$ cat src/hdl/bfic_pkg.sv
// Shared sizes, instruction and status codes, register map and byte decoder.
package bfic_pkg;

    // Storage depths
    localparam int PROG_DEPTH = 1024;
    localparam int TAPE_DEPTH = 1024;
    localparam int NEST_DEPTH = 64;

    // Derived widths
    localparam int PA_W = $clog2(PROG_DEPTH);      // program store index
    localparam int PC_W = $clog2(PROG_DEPTH + 1);  // counter that can hold PROG_DEPTH
    localparam int TA_W = $clog2(TAPE_DEPTH);      // tape index
    localparam int SA_W = $clog2(NEST_DEPTH);      // bracket stack index
    localparam int SD_W = $clog2(NEST_DEPTH + 1);  // stack depth counter

    // Register file
    localparam int APB_ADDR_W = 3;
    localparam int APB_DATA_W = 32;
    localparam logic REG_CELL_MIN = 1'b0;
    localparam logic REG_CELL_MAX = 1'b1;
    localparam logic [7:0] CELL_MIN_RST = 8'h00;
    localparam logic [7:0] CELL_MAX_RST = 8'hFF;

    // Source characters
    localparam logic [7:0] CH_PLUS  = 8'h2B;
    localparam logic [7:0] CH_MINUS = 8'h2D;
    localparam logic [7:0] CH_LT    = 8'h3C;
    localparam logic [7:0] CH_GT    = 8'h3E;
    localparam logic [7:0] CH_DOT   = 8'h2E;
    localparam logic [7:0] CH_COMMA = 8'h2C;
    localparam logic [7:0] CH_LBRK  = 8'h5B;
    localparam logic [7:0] CH_RBRK  = 8'h5D;

    typedef enum logic [2:0] {
        OP_INC   = 3'd0,
        OP_DEC   = 3'd1,
        OP_LEFT  = 3'd2,
        OP_RIGHT = 3'd3,
        OP_OUT   = 3'd4,
        OP_IN    = 3'd5,
        OP_OPEN  = 3'd6,
        OP_CLOSE = 3'd7
    } op_t;

    typedef enum logic [2:0] {
        ST_OK              = 3'd0,
        ST_FULL            = 3'd1,
        ST_UNMATCHED_CLOSE = 3'd2,
        ST_NEST_OVERFLOW   = 3'd3,
        ST_UNMATCHED_OPEN  = 3'd4,
        ST_HALTED          = 3'd5
    } status_t;

    // Item kinds on the input channel
    localparam logic ITEM_LOAD = 1'b0;
    localparam logic ITEM_STEP = 1'b1;

    typedef struct packed {
        logic hit;
        op_t  code;
    } decode_t;

    typedef struct packed {
        logic [7:0] cell_min;
        logic [7:0] cell_max;
    } cell_bounds_t;

    // Map a source byte to an instruction code; hit is low for comment bytes
    function automatic decode_t decode_byte(input logic [7:0] b);
        decode_t d;
        d.hit  = 1'b1;
        d.code = OP_INC;
        case (b)
            CH_PLUS:  d.code = OP_INC;
            CH_MINUS: d.code = OP_DEC;
            CH_LT:    d.code = OP_LEFT;
            CH_GT:    d.code = OP_RIGHT;
            CH_DOT:   d.code = OP_OUT;
            CH_COMMA: d.code = OP_IN;
            CH_LBRK:  d.code = OP_OPEN;
            CH_RBRK:  d.code = OP_CLOSE;
            default:  d.hit  = 1'b0;
        endcase
        return d;
    endfunction

endpackage

$ cat src/hdl/bfic_regs.sv
// APB register file holding the cell wrap bounds.
module bfic_regs (
    input  logic                             aclk,
    input  logic                             aresetn,
    input  logic                             psel,
    input  logic                             penable,
    input  logic                             pwrite,
    input  logic [bfic_pkg::APB_ADDR_W-1:0]  paddr,
    input  logic [bfic_pkg::APB_DATA_W-1:0]  pwdata,
    output logic [bfic_pkg::APB_DATA_W-1:0]  prdata,
    output logic                             pready,
    output bfic_pkg::cell_bounds_t           bounds
);

    logic [7:0] cell_min_reg;
    logic [7:0] cell_max_reg;
    logic       wr_en;
    logic       reg_sel;

    assign pready  = 1'b1;
    assign wr_en   = psel & penable & pwrite & pready;
    assign reg_sel = paddr[2];

    // Write on the access phase
    always_ff @(posedge aclk) begin
        if (!aresetn) begin
            cell_min_reg <= bfic_pkg::CELL_MIN_RST;
            cell_max_reg <= bfic_pkg::CELL_MAX_RST;
        end else if (wr_en) begin
            case (reg_sel)
                bfic_pkg::REG_CELL_MIN: cell_min_reg <= pwdata[7:0];
                bfic_pkg::REG_CELL_MAX: cell_max_reg <= pwdata[7:0];
                default: ;
            endcase
        end
    end

    // Read back
    always_comb begin
        prdata = '0;
        case (reg_sel)
            bfic_pkg::REG_CELL_MIN: prdata[7:0] = cell_min_reg;
            bfic_pkg::REG_CELL_MAX: prdata[7:0] = cell_max_reg;
            default: prdata = '0;
        endcase
    end

    assign bounds.cell_min = cell_min_reg;
    assign bounds.cell_max = cell_max_reg;

endmodule

$ cat config.mk
export PLATFORM = sky130hd
export DESIGN_NAME = bfic_regs
export DESIGN_NICKNAME = d
export VERILOG_FILES = /design/src/hdl/bfic_pkg.sv /design/src/hdl/bfic_regs.sv
export SDC_FILE = /design/constraint.sdc
export NUM_CORES = 1
export LEC_CHECK = 0
export BUFFER_PORTS_ARGS = -buffer_cell sky130_fd_sc_hd__buf_2
export CAP_MARGIN = 20
export CORE_MARGIN = 5
export CORE_UTILIZATION = 33
export CTS_CLUSTER_DIAMETER = 150
export DETAILED_ROUTE_END_ITERATION = 6
export PLACE_DENSITY = 0.85
export SYNTH_ARGS = -nofsm -noshare
export SYNTH_HDL_FRONTEND = slang
export SYNTH_SLANG_ARGS = --single-unit
export TNS_END_PERCENT = 100
$ cat constraint.sdc
create_clock -name aclk -period 0.92 [get_ports aclk]
set_clock_uncertainty 0.05 [all_clocks]
set_input_delay 0.138 -clock aclk [delete_from_list [all_inputs] [get_ports aclk]]
set_output_delay 0.138 -clock aclk [all_outputs]
set_load 0.1 [all_outputs]
# After elaboration in Yosys (flattened, before gate mapping)
# Cells that the tools add are included.
# word_totals
register_bits,16
input_bits,40
out_inout_bits,49
elab_cells,8
# classes
mux,1
bitwise_logic,3
reduce_logical,2
# op_table
cell,n
$pmux W8 S2,1
$reduce_and A2 Y1,2
$and A1 B1 Y1,2
$not A1 Y1,1

# Depth between registers and ports, before layout
# Gate-level depths: netlist (run 1).
# logic_depth
depth_word,3
mapped_depth,4
ltp_nobuf,2

# Worst setup path after synthesis (run 1)
# OpenSTA, ideal clock, no wires.
# synth_path
path_kind,flip-flop to output port
from,register cell_max_reg[0]
to,output port prdata[0] (netlist name)
arrival_ps,1604
required_ps,732
setup_slack_ps,-872
stages_incl_launch_ff,2
path_buffers,0
cell_sequence,dfxtp_1 mux2_2
# synth_between
elab_chain_cells,1
# synth_lines
element,line,text
"start, declared",bfic_regs.sv:16,logic [7:0] cell_max_reg;
"start signal, assigned",bfic_regs.sv:28,cell_max_reg <= bfic_pkg::CELL_MAX_RST;
"start signal, assigned",bfic_regs.sv:32,bfic_pkg::REG_CELL_MAX: cell_max_reg <= pwdata[7:0];
$pmux W8 S2,bfic_regs.sv:41,case (reg_sel)
"end, declared",bfic_regs.sv:10,"output logic [bfic_pkg::APB_DATA_W-1:0] prdata,"
# No other way between the ends.

# Final worst setup path (run 1)
# layout_path
from,register cell_min_reg[1]
to,output port prdata[1] (netlist name)
# layout_between
elab_chain_cells,1
# layout_lines
element,line,text
"start, declared",bfic_regs.sv:15,logic [7:0] cell_min_reg;
"start signal, assigned",bfic_regs.sv:27,cell_min_reg <= bfic_pkg::CELL_MIN_RST;
"start signal, assigned",bfic_regs.sv:31,bfic_pkg::REG_CELL_MIN: cell_min_reg <= pwdata[7:0];
$pmux W8 S2,bfic_regs.sv:41,
# No other way between the ends.

==> flow_metrics.py, run 1 <==
metrics = {
    "outcome": {
        "status": "complete, but fails checks",
        "failed_checks": "setup timing",
    },
    "worst_setup_path": {
        "critPathKind": "reg -> out",
        "critPathCaptureType": "primary output",
        "crit_chain": "mux2_4 -> buf_12",
        "start_kind": "flip-flop",
        "crit-reg2reg-capture": "cell_max_reg[7]$_SDFFE_PN1P_",
        "arrival_ps": 1090,
        "worstPathRequired_ps": 730,
        "regToRegStartpoint": "cell_max_reg[7]$_SDFFE_PN1P_",
        "path_max_fanout": 2,
        "r2r_cells": 4,
        "crit_slowest_cell": "dfxtp_4",
        "reg2reg_setup_slack_ps": 20,
        "critPathMaxStageDelay_ps": 360,
    },
    "cts": {
        "root_buffer": "clkbuf_4",
        "clkTransAtPathRegs_ps": 90,
        "cts_buffer_depth": 2,
        "clock_sinks": 16,
        "clkLatencyLatePin_ps": 280,
        "cts_made_buffers": 3,
        "cts_max_level": 1,
        "cts_tree": "yes",
    },
    "pwr": {
        "leakage_uw": 0.000840,
        "power_density_nw_per_um2": 1200,
        "max-vdd-ir-drop_uv": 638,
    },
    "floorplan": {
        "dieWidth_um": 64.8,
        "fp.dieH_um": 64.8,
        "core_um2": 2830,
        "start_util": 0.350,
        "rows": 19,
        "fp.dieArea_um2": 4200,
        "ios": 89,
    },
    "drt": {
        "avgRoutedWirePerCell_um": 13.4,
        "routed_via_density": 4.22,
        "vias": 840,
        "drt-pass1-iter-count": 3,
        "drt_wl_total_mm": 2.66,
        "ant_nets": 0,
        "drc": 0,
        "first_iter_violations": 10,
    },
    "synthesis": {
        "synth_area_per_cell_um2": 9.26,
        "netlist.top_cell.by_area": "dfxtp_1",
        "yosysUniqueCellTypes": 11,
        "yosysSeqAreaShare": 0.323,
        "ys_seq_elements": 16,
        "synth_top_area_frac": 0.323,
        "synth_area_leaders": "dfxtp_1 (32%), buf_4 (19%), mux2i_1 (16%)",
        "ys_warn_count": 0,
        "syn_inst": 107,
        "mappedNetlistArea_um2": 991,
    },
    "grt": {
        "grt_usage": 0.125,
        "overflow": 0,
        "grt_start_max_net_pins": 33,
        "antenna_found_initial": 0,
        "grt_pass1_wl_mm": 4.04,
        "grt_pass1_vias": 883,
    },
    "timing": {
        "finalCritPeriodShare": 1.39,
        "setup_slack_ps": -356,
        "slew_violations": 0,
        "whs_ps": 48.2,
        "finalHoldViolCount": 0,
        "layout_min_cycle_time_ps": 1280,
        "rsz0062_at_grt": "true",
        "setup-violations-final": 24,
        "fmax_ghz": 0.784,
    },
    "min_path": {
        "hold_path.class": "in -> reg",
        "hold_path_depth": 3,
        "holdPathEnd": "cell_min_reg[5]$_SDFFE_PN0P_",
        "min_from": "pwdata[5]",
    },
    "final_layout": {
        "final_cell_count_no_fill": 199,
        "drive_above_1_share": 0.560,
        "antenna_cells": 0,
        "design_area_um2": 1850,
        "layout.nets": 209,
        "area_growth_syn_to_layout_pct": 86.9,
    },
    "place": {
        "dpl_cell_area_um2": 1710,
        "placed_cells": 189,
        "port_buffers": 37,
        "dp_hpwl_mm": 2.11,
        "gp_congestion": 0.760,
    },
    "flow_run": {
        "drv_cap": 0,
    },
}
-- metal layers --
metal  track usage  share of wire  up-vias  wire length, um
met5             0              0        -                0
met4        0.0317         0.0079        0               21
li1              -              -      415                -
met1         0.127           0.38      382             1010
met2         0.250           0.54       39             1440
met3        0.0294          0.071        4              188
-- synthesized netlist by cell type --
library cell,number
clkbuf_1,3
dfxtp_1,16
and4b_1,1
conb_1,2
nor2b_1,16
nand2_1,16
buf_4,25
buf_6,3
mux2i_1,16
mux2_2,8
and4_2,1
-- how the worst max path moves through the flow --
stage | start | to | slack, ps | depth (start not counted)
2_1_floorplan | cell_min_reg[0]$_SDFFE_PN0P_ | prdata[0] | -190 | 1
3_3_place_gp | paddr[2] | prdata[5] | -160 | 4
3_5_place_dp | paddr[2] | prdata[4] | -180 | 4
4_1_cts | cell_min_reg[7]$_SDFFE_PN0P_ | prdata[7] | -360 | 2
5_1_grt | cell_min_reg[3]$_SDFFE_PN0P_ | prdata[3] | -380 | 2
6_report | cell_min_reg[1]$_SDFFE_PN0P_ | prdata[1] | -360 | 2
-- power breakdown --
| group | total [uW] | switching [uW] | leakage (uW) | internal (uW) |
|---|---|---|---|---|
| clock network | 372 | 215 | 0.0000154 | 157 |
| logic | 1170 | 869 | 0.000689 | 302 |
| registers | 682 | 10.8 | 0.000135 | 671 |
-- through the flow --
stage / worst slack [ps] / utilization / setup TNS, ps / power (uW)
after floorplan: -195 / - / -1690 / 1650
final: -356 / 0.655 / -5750 / 2230
after detailed placement: -183 / 0.604 / -2330 / 1850
after CTS: -364 / 0.637 / -5860 / 2230
after global routing: -378 / 0.655 / -6420 / 2300
after global placement: -162 / 0.604 / -1760 / 1830
-- kinds of logic (layout without fill, tap and decap cells) --
group,Yosys count,in the layout,share of synthesized area
and+or+nand+nor,34,34,0.182
other,2,25,0.00758
buffers and inverters,31,69,0.235
DFF,16,16,0.323
muxes,24,24,0.253
-- cell usage in the layout (no fill, tap or decap) --
cell type	count
and4_2	1
and4b_1	1
buf_12	26
buf_2	13
buf_4	9
buf_6	17
clkbuf_4	3
clkinv_1	1
conb_1	25
dfxtp_4	16
mux2_4	8
mux2i_1	16
nand2_1	16
nor2b_1	15
nor2b_4	1
-- timing repair --
item,in CTS,in global routing
endpoints found under the hold margin,0,0
setup endpoints to repair,24,26
gates resized for setup,14,16
setup buffers,3,15
hold buffers,0,0
-- critical path: cells and delay by family (launching register included) --
| family | cells | cell delay (ps) |
|---|---|---|
| buffers and inverters | 1 | 170 |
| DFF | 1 | 360 |
| muxes | 1 | 280 |
-- final cells by class --
type	instances	area (um2)
clock inverter	1	3.75
sequential	16	380
multi-input combinational	83	562
timing repair buffer	65	845
fill	213	977
tap	31	38.8
clock buffer	3	22.5
Power figures use the tool's default switching activity.
==> run 2: changes to the inputs <==
Settings changed: CORE_UTILIZATION 33 to 37, PLACE_DENSITY 0.85 to 0.9.
Clock period 0.92 ns to 1.3 ns, I/O delays scaled along.
==> run 2 against run 1 <==
Net effect: the flow still finishes with violations (setup timing); critical endpoint is now prdata[7]; worst setup slack gained 330 ps; via count down 2.1%; critical path type unchanged; worst hold slack gained 58 ps; first-iteration DRC count fell by 50%; die area shrank 9.2%.
==> flow_metrics.py, run 2 (synthesis gave the netlist of run 1 again) <==
metrics = {
    "final_layout": {
        "fill_cells": 187,
        "antenna_cells": 0,
        "area_growth_syn_to_layout_pct": 70.0,
        "drive_above_1_share": 0.522,
        "layout_common_cells": "conb_1 (25), buf_12 (25)",
        "design_area_um2": 1680,
        "layout.nets": 198,
    },
    "drt": {
        "ant_nets": 0,
        "drt-pass1-iter-count": 4,
        "vias": 822,
        "first_iter_violations": 5,
        "avgRoutedWirePerCell_um": 12.5,
        "routed_via_density": 4.40,
        "drc": 0,
        "drt_wl_total_mm": 2.34,
    },
    "outcome": {
        "failed_checks": "setup timing",
        "status": "complete, but fails checks",
    },
    "pwr": {
        "p_seq_frac": 0.311,
        "max-vdd-ir-drop_uv": 558,
        "p_int_uw": 775,
        "pwr-share-clk": 0.172,
        "power.switching_uw": 769,
        "swShare": 0.498,
        "leakage_uw": 0.000753,
        "combPwrFrac": 0.517,
        "power_density_nw_per_um2": 917,
    },
    "worst_setup_path": {
        "arrival_ps": 1080,
        "reg2reg_setup_slack_ps": 450,
        "path_max_fanout": 2,
        "worstPathRequired_ps": 1050,
        "crit_slowest_cell": "dfxtp_4",
        "cp_top_family": "flip-flops",
        "crit_chain": "mux2_4 -> buf_12",
        "start_kind": "flip-flop",
        "critPathMaxStageDelay_ps": 350,
        "critPathKind": "reg -> out",
        "crit_buf_inv": 1,
        "critPathCaptureType": "primary output",
    },
    "timing": {
        "slew_violations": 0,
        "fmax_ghz": 0.755,
        "setup_slack_ps": -24.8,
        "layout_min_cycle_time_ps": 1320,
        "rsz0062_at_grt": "true",
        "finalHoldViolCount": 0,
        "setup-violations-final": 8,
        "finalCritPeriodShare": 1.02,
    },
    "cts": {
        "cts_max_level": 1,
        "clkTransAtPathRegs_ps": 90,
        "cts_buffer_depth": 2,
        "clkLatencyLatePin_ps": 280,
        "clock_sinks": 16,
        "root_buffer": "clkbuf_4",
        "cts_tree": "yes",
        "cts_hold_buf": 0,
        "cts_made_buffers": 3,
    },
    "floorplan": {
        "fp.dieArea_um2": 3810,
        "ios": 89,
        "rows": 18,
        "start_util": 0.393,
        "core_um2": 2520,
        "fp.dieH_um": 61.8,
        "dieWidth_um": 61.8,
    },
    "place": {
        "port_buffers": 37,
        "dpl_cell_area_um2": 1540,
        "pre_cts_ws_ps": -69.9,
        "gp_congestion": 0.696,
        "dp_hpwl_mm": 1.81,
    },
    "grt": {
        "grt_pass1_wl_mm": 3.49,
        "grt_usage": 0.124,
        "grt_start_max_net_pins": 33,
        "antenna_found_initial": 0,
        "grt_pass1_vias": 837,
        "overflow": 0,
    },
    "min_path": {
        "hold_path.class": "in -> reg",
    },
    "flow_run": {
        "drv_cap": 0,
    },
}
[run 2: final timing paths]
kind,cells past startpoint,endpoint,startpoint
worst max-delay path,2,prdata[7],cell_min_reg[7]$_SDFFE_PN0P_
worst min-delay path,3,cell_min_reg[5]$_SDFFE_PN0P_,pwdata[5]
worst max register to register,3,cell_max_reg[6]$_SDFFE_PN1P_,cell_max_reg[6]$_SDFFE_PN1P_
worst min register to register,3,cell_min_reg[5]$_SDFFE_PN0P_,cell_min_reg[5]$_SDFFE_PN0P_
[run 2: tightest hold or removal path, stage by stage]
cell,delay (ps)
buf_2,100
nand2_1,50
mux2i_1,50
[run 2: repair_timing]
| item | in CTS | in global routing |
|---|---|---|
| endpoints found under the setup margin | 8 | 8 |
| endpoints found under the hold margin | 0 | 0 |
| gates resized for setup | 0 | 0 |
| buffers inserted | 16 | 0 |
[run 2: layout make-up]
cell class	instances	area (um2)	share of cell area
well taps	30	37.5	0.0223
clock buffers	3	22.5	0.0134
multi-input cells	83	554	0.329
clock inverters	1	3.75	0.00223
repair buffers	54	686	0.407
flip-flops and latches	16	380	0.226
[run 2: power by group through the flow]
stage	combinational, uW	clock (uW)	sequential [uW]
2_1_floorplan	594	0	574
3_3_place_gp	767	0	501
3_5_place_dp	774	0	502
4_1_cts	800	276	480
5_1_grt	820	299	482
6_report	798	266	481
[run 2: per-layer routing]
layer | share of wire | track usage | vias to the layer above | wire length (um)
li1 | - | - | 398 | -
met1 | 0.34 | 0.122 | 381 | 798
met2 | 0.55 | 0.253 | 43 | 1290
met3 | 0.11 | 0.0310 | 0 | 254
met4 | 0 | 0.0303 | 0 | 0
met5 | 0 | 0 | - | 0
[run 2: metrics by stage]
stage | util | power [uW] | std cells | setup TNS [ps] | hold slack (ps)
after floorplan | - | 1170 | 130 | 0 | 277
after global placement | 0.610 | 1270 | 167 | -116 | 396
after detailed placement | 0.610 | 1280 | 167 | -324 | 405
after CTS | 0.668 | 1560 | 187 | -252 | 99.1
after global routing | 0.668 | 1600 | 187 | -429 | 110
final | 0.668 | 1540 | 187 | -159 | 106
==> run 3: changes to the inputs <==
Settings changed: PLACE_DENSITY 0.9 to 0.89.
==> run 3 against run 2 <==
Net effect: the flow still finishes with violations (setup timing); core utilization grew 0.79 points; via count is 1.7% lower; combinational power increased by 0.9%; critical path type unchanged; critical endpoint is now prdata[1]; largest power group unchanged.
==> flow_metrics.py, run 3 (synthesis gave the netlist of run 1 again) <==
metrics = {
    "final_layout": {
        "fill_cells": 187,
        "final_cell_count_no_fill": 188,
        "area_growth_syn_to_layout_pct": 72.0,
        "layout.nets": 199,
        "layout_commonest_cell": "buf_12",
        "layout_common_cells": "buf_12 (26), conb_1 (25)",
        "drive_above_1_share": 0.525,
        "antenna_cells": 0,
    },
    "floorplan": {
        "fp.dieArea_um2": 3810,
        "ios": 89,
        "core_um2": 2520,
        "fp.dieH_um": 61.8,
        "rows": 18,
        "start_util": 0.393,
        "dieWidth_um": 61.8,
    },
    "timing": {
        "finalHoldViolCount": 0,
        "setup-violations-final": 8,
        "setup_slack_ps": -32.3,
        "finalCritPeriodShare": 1.02,
        "rsz0062_at_grt": "true",
        "slew_violations": 0,
        "fmax_ghz": 0.751,
        "layout_min_cycle_time_ps": 1330,
    },
    "cts": {
        "clock_sinks": 16,
        "cts_hold_buf": 0,
        "clkLatencyLatePin_ps": 280,
        "post_cts_resized": 0,
        "cts_buffer_depth": 2,
        "root_buffer": "clkbuf_4",
        "clkTransAtPathRegs_ps": 90,
        "cts_tree": "yes",
        "cts_max_level": 1,
        "cts_made_buffers": 3,
    },
    "drt": {
        "drt-pass1-iter-count": 4,
        "drt_wl_total_mm": 2.36,
        "routed_via_density": 4.30,
        "avgRoutedWirePerCell_um": 12.5,
        "first_iter_violations": 16,
        "drc": 0,
        "vias": 808,
        "ant_nets": 0,
    },
    "place": {
        "dp_hpwl_mm": 1.69,
        "gp_congestion": 0.680,
        "placed_cells": 168,
        "port_buffers": 37,
    },
    "outcome": {
        "failed_checks": "setup timing",
        "status": "complete, but fails checks",
    },
    "pwr": {
        "power_density_nw_per_um2": 908,
        "leakage_uw": 0.000762,
        "power_uw": 1550,
        "max-vdd-ir-drop_uv": 682,
    },
    "grt": {
        "grt_usage": 0.127,
        "grt_pass1_wl_mm": 3.53,
        "overflow": 0,
        "grt_start_max_net_pins": 33,
        "antenna_found_initial": 0,
        "grt_pass1_vias": 805,
    },
    "min_path": {
        "hold_path.class": "in -> reg",
    },
    "worst_setup_path": {
        "crit_slowest_cell": "dfxtp_4",
        "crit_chain": "mux2_4 -> buf_12",
        "critPathMaxStageDelay_ps": 350,
        "start_kind": "flip-flop",
        "path_max_fanout": 2,
        "critPathCaptureType": "primary output",
        "arrival_ps": 1090,
        "critPathKind": "reg -> out",
        "worstPathRequired_ps": 1050,
    },
    "flow_run": {
        "drv_cap": 0,
    },
}
[run 3: cell count changes in the layout (fill, tap and decap cells not counted), sizes merged]
cell  delta
buf      +1
[run 3: where the power goes]
| group | switching [uW] | internal, uW | total, uW |
|---|---|---|---|
| Combinational | 610 | 195 | 805 |
| Clock | 150 | 111 | 262 |
| Sequential | 6.05 | 475 | 481 |
[run 3: path summary, 6_finish.rpt]
| kind | depth (start not counted) | to | start | slack [ps] |
|---|---|---|---|---|
| min reg2reg | 3 | cell_min_reg[0]$_SDFFE_PN0P_ | cell_min_reg[0]$_SDFFE_PN0P_ | 570 |
| max reg2reg | 3 | cell_max_reg[6]$_SDFFE_PN1P_ | cell_max_reg[6]$_SDFFE_PN1P_ | 450 |
| min | 3 | cell_min_reg[3]$_SDFFE_PN0P_ | pwdata[3] | 100 |
| max | 2 | prdata[1] | cell_min_reg[1]$_SDFFE_PN0P_ | -30 |
[run 3: area by class of cell]
cell class	count	area (um2)	share of cell area
Clock inverter	1	3.75	0.00220
Sequential cell	16	380	0.223
Multi-Input combinational cell	83	554	0.325
Clock buffer	3	22.5	0.0132
Timing Repair Buffer	55	706	0.414
Tap cell	30	37.5	0.0220
[run 3: critical path: cells and delay by family, from the launching register on]
kind     cells  cell delay [ps]
flops        1              350
buf+inv      1              170
mux          1              280
[run 3: per-stage QoR]
step / utilization / hold WS, ps / setup WS [ps] / TNS (ps) / cell area [um2]
2_1_floorplan: - / 277 / 128 / 0 / 1170
6_report: 0.676 / 103 / -32.3 / -196 / 1700
3_5_place_dp: 0.618 / 402 / 79.8 / 0 / 1560
5_1_grt: 0.676 / 89.7 / -64.0 / -452 / 1700
3_3_place_gp: 0.618 / 393 / 91.5 / 0 / 1560
4_1_cts: 0.676 / 92.8 / -42.5 / -291 / 1700
[run 3: layer usage]
metal	GRT usage	share of wire	vias to the layer above
met2	0.239	0.51	41
met5	0	0	-
met1	0.139	0.37	367
li1	-	-	398
met3	0.0269	0.12	2
met4	0.0455	0.0034	0
[run 3: repair_timing]
item,4_1_cts,5_1_grt
pin swaps,0,0
setup endpoints to repair,8,8
gates cloned,0,0
setup buffers,16,0
